==> config.mk <==
export PLATFORM = sky130hd
export DESIGN_NAME = cnv_ctrl
export DESIGN_NICKNAME = d
export VERILOG_FILES = /design/src/cnv_pkg.sv /design/src/cnv_ctrl.sv
export SDC_FILE = /design/constraint.sdc
export NUM_CORES = 1
export LEC_CHECK = 0
export BUFFER_PORTS_ARGS = -buffer_cell sky130_fd_sc_hd__buf_2
export CAP_MARGIN = 20
export CELL_PAD_IN_SITES_DETAIL_PLACEMENT = 1
export CELL_PAD_IN_SITES_GLOBAL_PLACEMENT = 1
export CORE_MARGIN = 5
export CORE_UTILIZATION = 35
export DETAILED_ROUTE_END_ITERATION = 8
export GPL_TIMING_DRIVEN = 0
export HOLD_SLACK_MARGIN = 0.06
export PLACE_DENSITY_LB_ADDON = 0.1
export SYNTH_ARGS = -nofsm -noshare
export SYNTH_HDL_FRONTEND = slang
export SYNTH_SLANG_ARGS = --single-unit
==> constraint.sdc <==
create_clock -name i_clk -period 2.1 [get_ports i_clk]
set_clock_uncertainty 0.15 [all_clocks]
set_input_delay 0.105 -clock i_clk [delete_from_list [all_inputs] [get_ports i_clk]]
set_output_delay 0.105 -clock i_clk [all_outputs]
set_load 0.02 [all_outputs]
==> src/cnv_pkg.sv <==
// Shared constants, types and tap helpers for the 3x3 border-normalized convolution.
package cnv_pkg;

    localparam int MAX_WIDTH      = 2048;
    localparam int HEIGHT_LIMIT   = 4096;
    localparam int SAMPLE_BITS    = 16;
    localparam int COEF_FRAC_BITS = 12;
    localparam int COEF_W         = 16;
    localparam int ROW_COEF_W     = 3 * COEF_W;
    localparam int PIX_W          = 3 * SAMPLE_BITS;
    localparam int ADDR_W         = $clog2(MAX_WIDTH);
    localparam int COL_W          = ADDR_W + 1;
    localparam int ROW_W          = $clog2(HEIGHT_LIMIT) + 1;
    localparam int FW_W           = 12;
    localparam int FH_W           = 13;
    localparam int PROD_W         = SAMPLE_BITS + COEF_W + 1;
    localparam int ACC_W          = PROD_W + 5;
    localparam int WSUM_W         = COEF_W + 5;
    localparam int NUM_W          = ACC_W - 1;
    localparam int DEN_W          = WSUM_W;
    localparam int TAP_W          = 4;
    localparam int TAPS           = 9;
    localparam int DIV_CNT_W      = $clog2(NUM_W);
    localparam int CFG_IDX_W      = 3;
    localparam int CFG_DATA_W     = ROW_COEF_W;

    localparam logic [CFG_IDX_W-1:0] CFG_COEF_TOP    = 3'd0;
    localparam logic [CFG_IDX_W-1:0] CFG_COEF_MID    = 3'd1;
    localparam logic [CFG_IDX_W-1:0] CFG_COEF_BOTTOM = 3'd2;
    localparam logic [CFG_IDX_W-1:0] CFG_NORMALIZE   = 3'd3;
    localparam logic [CFG_IDX_W-1:0] CFG_COLOR_MODE  = 3'd4;
    localparam logic [CFG_IDX_W-1:0] CFG_FRAME_WIDTH = 3'd5;
    localparam logic [CFG_IDX_W-1:0] CFG_FRAME_HEIGHT= 3'd6;
    localparam logic [CFG_IDX_W-1:0] CFG_MAX_COLOR   = 3'd7;

    typedef enum logic [2:0] {
        S_IDLE,
        S_LOAD,
        S_MAC,
        S_RND,
        S_DIV,
        S_DSTORE,
        S_OUT
    } t_state;

    typedef struct packed {
        logic             capture;
        logic             load;
        logic             mac_first;
        logic             mac_mul;
        logic             mac_add;
        logic [TAP_W-1:0] tap;
        logic [1:0]       ch;
        logic             rnd;
        logic             div_load;
        logic             div_step;
        logic             div_store;
        logic             out_load;
    } t_dp_cmd;

    typedef struct packed {
        logic drop;
        logic emit;
        logic use_div;
        logic num_neg;
        logic last_ch;
        logic out_free;
    } t_dp_sts;

    function automatic logic [1:0] f_tap_row(input logic [TAP_W-1:0] tap);
        logic [1:0] r;
        unique case (tap)
            4'd0, 4'd1, 4'd2: r = 2'd0;
            4'd3, 4'd4, 4'd5: r = 2'd1;
            default:          r = 2'd2;
        endcase
        return r;
    endfunction

    function automatic logic [1:0] f_tap_col(input logic [TAP_W-1:0] tap);
        logic [1:0] c;
        unique case (tap)
            4'd0, 4'd3, 4'd6: c = 2'd0;
            4'd1, 4'd4, 4'd7: c = 2'd1;
            default:          c = 2'd2;
        endcase
        return c;
    endfunction

endpackage

==> src/cnv_ctrl.sv <==
// Sequencer: item intake, per-channel MAC sweep, divider steps and result handoff.
module cnv_ctrl
    import cnv_pkg::*;
(
    input  logic    i_clk,
    input  logic    i_rst_n,
    input  logic    i_valid,
    output logic    o_ready,
    input  t_dp_sts i_sts,
    output t_dp_cmd o_cmd
);

    t_state                r_state, n_state;
    logic [TAP_W-1:0]      r_tap, n_tap;
    logic [1:0]            r_ch, n_ch;
    logic [DIV_CNT_W-1:0]  r_cnt, n_cnt;

    always_ff @(posedge i_clk) begin
        if (!i_rst_n) begin
            r_state <= S_IDLE;
            r_tap   <= '0;
            r_ch    <= '0;
            r_cnt   <= '0;
        end else begin
            r_state <= n_state;
            r_tap   <= n_tap;
            r_ch    <= n_ch;
            r_cnt   <= n_cnt;
        end
    end

    always_comb begin
        n_state = r_state;
        n_tap   = r_tap;
        n_ch    = r_ch;
        n_cnt   = r_cnt;
        o_ready = 1'b0;
        o_cmd   = '0;
        o_cmd.tap = r_tap;
        o_cmd.ch  = r_ch;
        unique case (r_state)
            S_IDLE: begin
                o_ready = 1'b1;
                if (i_valid && !i_sts.drop) begin
                    o_cmd.capture = 1'b1;
                    n_state = S_LOAD;
                end
            end
            S_LOAD: begin
                o_cmd.load = 1'b1;
                n_tap = '0;
                n_ch  = '0;
                n_state = i_sts.emit ? S_MAC : S_IDLE;
            end
            S_MAC: begin
                o_cmd.mac_first = (r_tap == '0);
                o_cmd.mac_mul   = (r_tap < TAP_W'(TAPS));
                o_cmd.mac_add   = (r_tap != '0);
                if (r_tap == TAP_W'(TAPS)) begin
                    n_state = S_RND;
                end else begin
                    n_tap = r_tap + 1'b1;
                end
            end
            S_RND: begin
                if (i_sts.use_div && !i_sts.num_neg) begin
                    o_cmd.div_load = 1'b1;
                    n_cnt = '0;
                    n_state = S_DIV;
                end else begin
                    o_cmd.rnd = 1'b1;
                    n_tap = '0;
                    if (i_sts.last_ch) begin
                        n_state = S_OUT;
                    end else begin
                        n_ch = r_ch + 1'b1;
                        n_state = S_MAC;
                    end
                end
            end
            S_DIV: begin
                o_cmd.div_step = 1'b1;
                n_cnt = r_cnt + 1'b1;
                if (r_cnt == DIV_CNT_W'(NUM_W - 1)) begin
                    n_state = S_DSTORE;
                end
            end
            S_DSTORE: begin
                o_cmd.div_store = 1'b1;
                n_tap = '0;
                if (i_sts.last_ch) begin
                    n_state = S_OUT;
                end else begin
                    n_ch = r_ch + 1'b1;
                    n_state = S_MAC;
                end
            end
            S_OUT: begin
                if (i_sts.out_free) begin
                    o_cmd.out_load = 1'b1;
                    n_state = S_IDLE;
                end
            end
            default: begin
                n_state = S_IDLE;
            end
        endcase
    end

endmodule

==> key figures <==
Floorplan
  – Full die area: 4170 um2
  – Num ports: 26
  – Initial core utilization: 0.372
  – Core area: 2810 um2
  – Die height: around 65 um
  – Die width: ~65 um
  – Row count: 19

Yosys
  – Main synth FF type: dfxtp_1
  – Syn Area/Cell: 7.96 um2
  – Syn nets: about 150
  – Post-synth top area cell: dfxtp_1
  – Combinational family with the most area after synthesis: simple AND/OR/NAND/NOR gates
  – Number of synthesized flops with an enable pin: 0
  – Mux contribution to synthesized area: 0.0348
  – Xor-xnor portion of the synthesized cell area: 0.00840
  – Top-count cell post-synth: a21oi_1
  – Share of the yosys chip area belonging to registers: 0.288
  – Top cell type's share of synthesized area: 0.288
  – Synthesis Warnings: 0
  – Commonest cells in the netlist: a21oi_1 (17), dfxtp_1 (15), nor2_1 (11)
  – Compound-Gate Fraction of Synth Area: 0.238
  – Yosys reg bits: 15
  – Post-synth ARST share: 0
  – Mapped Area: 1040 um2
  – Adder-Cell Fraction of Synth Area: 0.0600
  – Mapped Cells: 131
  – Post-Synth Simple-Gate Area: 0.292
  – Synth cell types: 41
  – Ranking of synthesized cells by area: dfxtp_1 (29%), a21oi_1 (8.2%), ha_1 (6.0%), nor2_1 (4.0%), o21ai_0 (3.8%)

GRT
  – Overflow after GRT: 0
  – Pin count of the biggest net entering global routing: 11
  – GRT Util Overall: 0.156
  – First-pass GRT wire length: 5.15 mm
  – Vias in the first global route: around 1100
  – Initial antenna violation count: 0

Power and ir drop
  – Pleak: ~0.00054 uW
  – Gate power share: 0.181
  – Portion of total power attributed to the clock network: 0.306
  – Flop pwr share: 0.513
  – Internal Power: approximately 410 uW
  – Switching Share: 0.296
  – Net Sw Power: 171 uW
  – Power Density: 451 nW/um2
  – Worst vdd ir: about 0.22 mV

STA
  – Worst-margin pin slew: 0.418 ns
  – Maximum clock rate: between 500 and 600 MHz
  – Unrepaired setup endpoints after global routing: yes
  – Max_slew headroom: 0.714
  – Period Utilization, post-route: 0.947
  – Slew Limit Fails: 0
  – Final Critical Period: 1.99 ns
  – Hold Fails Final Rpt: 0
  – TNS Setup: 0 ns
  – Final setup viols: 0

Min path
  – HP Class: in2reg

Flow run
  – Max Cap Violations: 0

CTS
  – Root buf cell: clkbuf_4
  – # clock sinks: 15
  – TritonCTS Buffers: 3
  – TritonCTS clock tree: done
  – Worst-Skew Late Latency: between 0.2 and 0.3 ns
  – CTS max path bufs: 2
  – CTS H-tree lvls: 1
  – CTS clk-pin slew, worst paths: approximately 0.10 ns

Finish
  – Area Overhead vs Synth: 22.6%
  – Ant diodes: 0
  – Final Net Count: around 180
  – Share of layout cells above drive strength 1: 0.262
  – Final Cell Area: 1280 um2
  – Fillers: ~350
  – Non-Filler Instances: 195

Detailed routing
  – Length of the first detailed-routing pass in iterations: 4
  – Wire per inst: 15.2 um
  – Initial DRC Count: 27
  – Vias: ~1000
  – Routed WL: a little under 3 mm
  – Post-DRT Antenna Nets: 0
  – # DRC: 0
  – Vias/cell: 5.37

Critical path
  – Critical Path RT: 1.85 ns
  – Crit path buf inv count: 3
  – Slowest stage cell, crit path: dfxtp_2
  – Worst Setup End Kind: primary output
  – Reg-to-reg startpoint: r_state[0]
  – Path depth of the worst reg2reg path: 6
  – Max incr delay on CP: ~0.4 ns
  – CP max FO: 10
  – R2r setup slk: 0.12 ns
  – Reg2reg end: r_state[2]
  – Levels on crit path: 5
  – Crit. Startpoint: r_state[1]
  – Critical path's top delay family: simple AND/OR/NAND/NOR gates
  – Setup CP Type: reg2out
  – CP endpoint: o_cmd[13]
  – Startpoint types: flip-flop
  – Crit-path cells: buf_4 -> inv_1 -> or3_1 -> nor3_1 -> buf_2
  – Critical path arrival: between 1.5 and 2 ns

Status
  – Status: completed

Placement
  – Port Buffer Count: 25
  – Placed insts: 187
  – Final GP Congestion: 0.802
  – DP HPWL: ~2.3 mm
  – Post-place instance area: 1210 um2
[worst min path at each step]
stage	startpoint	to	slack (ns)	cells past startpoint
floorplan	i_rst_n	r_state[2]	0.08	2
global placement	i_rst_n	r_state[2]	0.29	3
detailed placement	i_rst_n	r_state[2]	0.29	3
CTS	i_sts[0]	r_state[1]	0.07	4
global route	i_sts[0]	r_state[1]	0.08	4
finish	i_sts[0]	r_state[1]	0.09	4
[metrics by stage]
| stage | utilization | worst slack [ns] | power [uW] | hold slack, ns |
|---|---|---|---|---|
| after floorplan | - | 0.307 | 368 | 0.0840 |
| after global placement | 0.430 | 0.324 | 399 | 0.287 |
| after detailed placement | 0.430 | 0.292 | 402 | 0.289 |
| after CTS | 0.455 | 0.0183 | 586 | 0.0719 |
| after global routing | 0.455 | -0.0438 | 618 | 0.0816 |
| final | 0.455 | 0.112 | 577 | 0.0852 |
[registers in the layout, summed over array words and instances (netlist names)]
register	flops
r_state	3
r_tap	4
r_ch	2
r_cnt	6
[cell type report]
class | count | area, um2 | share of cell area
well taps | 31 | 38.8 | 0.0304
clock buffers | 4 | 26.3 | 0.0206
multi-input cells | 100 | 659 | 0.516
inverters | 10 | 42.5 | 0.0333
plain buffers | 6 | 42.5 | 0.0333
repair buffers | 29 | 165 | 0.129
flip-flops and latches | 15 | 303 | 0.237
[layer usage]
layer / vias up / part of all wire / GRT usage
met2: 19 / 0.47 / 0.263
met5: - / 0 / 0
met3: 4 / 0.035 / 0.0311
met4: 0 / 0.0094 / 0.0475
li1: 535 / - / -
met1: 490 / 0.49 / 0.201
[placed cells by master (no fill, tap or decap), drive strengths merged, types with 2 or more instances in the layout]
| cell type | instances |
|---|---|
| buf | 29 |
| a21oi | 17 |
| dfxtp | 15 |
| nor2 | 12 |
| nand2 | 9 |
| inv | 9 |
| o21ai | 8 |
| clkbuf | 6 |
| nor3 | 5 |
| ha | 5 |
| nand2b | 4 |
| dlygate4sd3 | 4 |
| or3 | 3 |
| nand3b | 3 |
| a211oi | 3 |
| a31oi | 3 |
| nand3 | 3 |
| and2b | 2 |
| and2 | 2 |
| nor2b | 2 |
| o22ai | 2 |
| mux2 | 2 |
[logic make-up (layout without fill, tap and decap cells)]
| kind of cell | Yosys count | in the layout |
|---|---|---|
| XOR/XNOR | 1 | 1 |
| multiplexers | 3 | 3 |
| AND/OR/NAND/NOR | 52 | 52 |
| AO/OA/AOI/OAI | 39 | 39 |
| flip-flops | 15 | 15 |
| buffers and inverters | 16 | 49 |
| adder cells (fa/ha/maj) | 5 | 5 |
[tightest hold or removal path, stage by stage]
cell and delay (ns):
buf_2 0.09, nand2b_1 0.07, a21oi_1 0.15, a211oi_1 0.06
[repair_timing]
item / 4_1_cts / 5_1_grt
gates cloned: 0 / 0
resized for setup: 1 / 2
endpoints found under the setup margin: 2 / 3
setup buffers: 0 / 0
hold buffers: 4 / 0
endpoints found under the hold margin: 7 / 0
pin swaps: 0 / 0
[power by group through the flow]
| stage | sequential, uW | combinational (uW) | clock [uW] |
|---|---|---|---|
| floorplan | 305 | 62.7 | 0 |
| global placement | 301 | 98.1 | 0 |
| detailed placement | 302 | 100 | 0 |
| CTS | 295 | 105 | 185 |
| global route | 297 | 117 | 204 |
| finish | 296 | 105 | 176 |
Power figures use the tool's default switching activity.
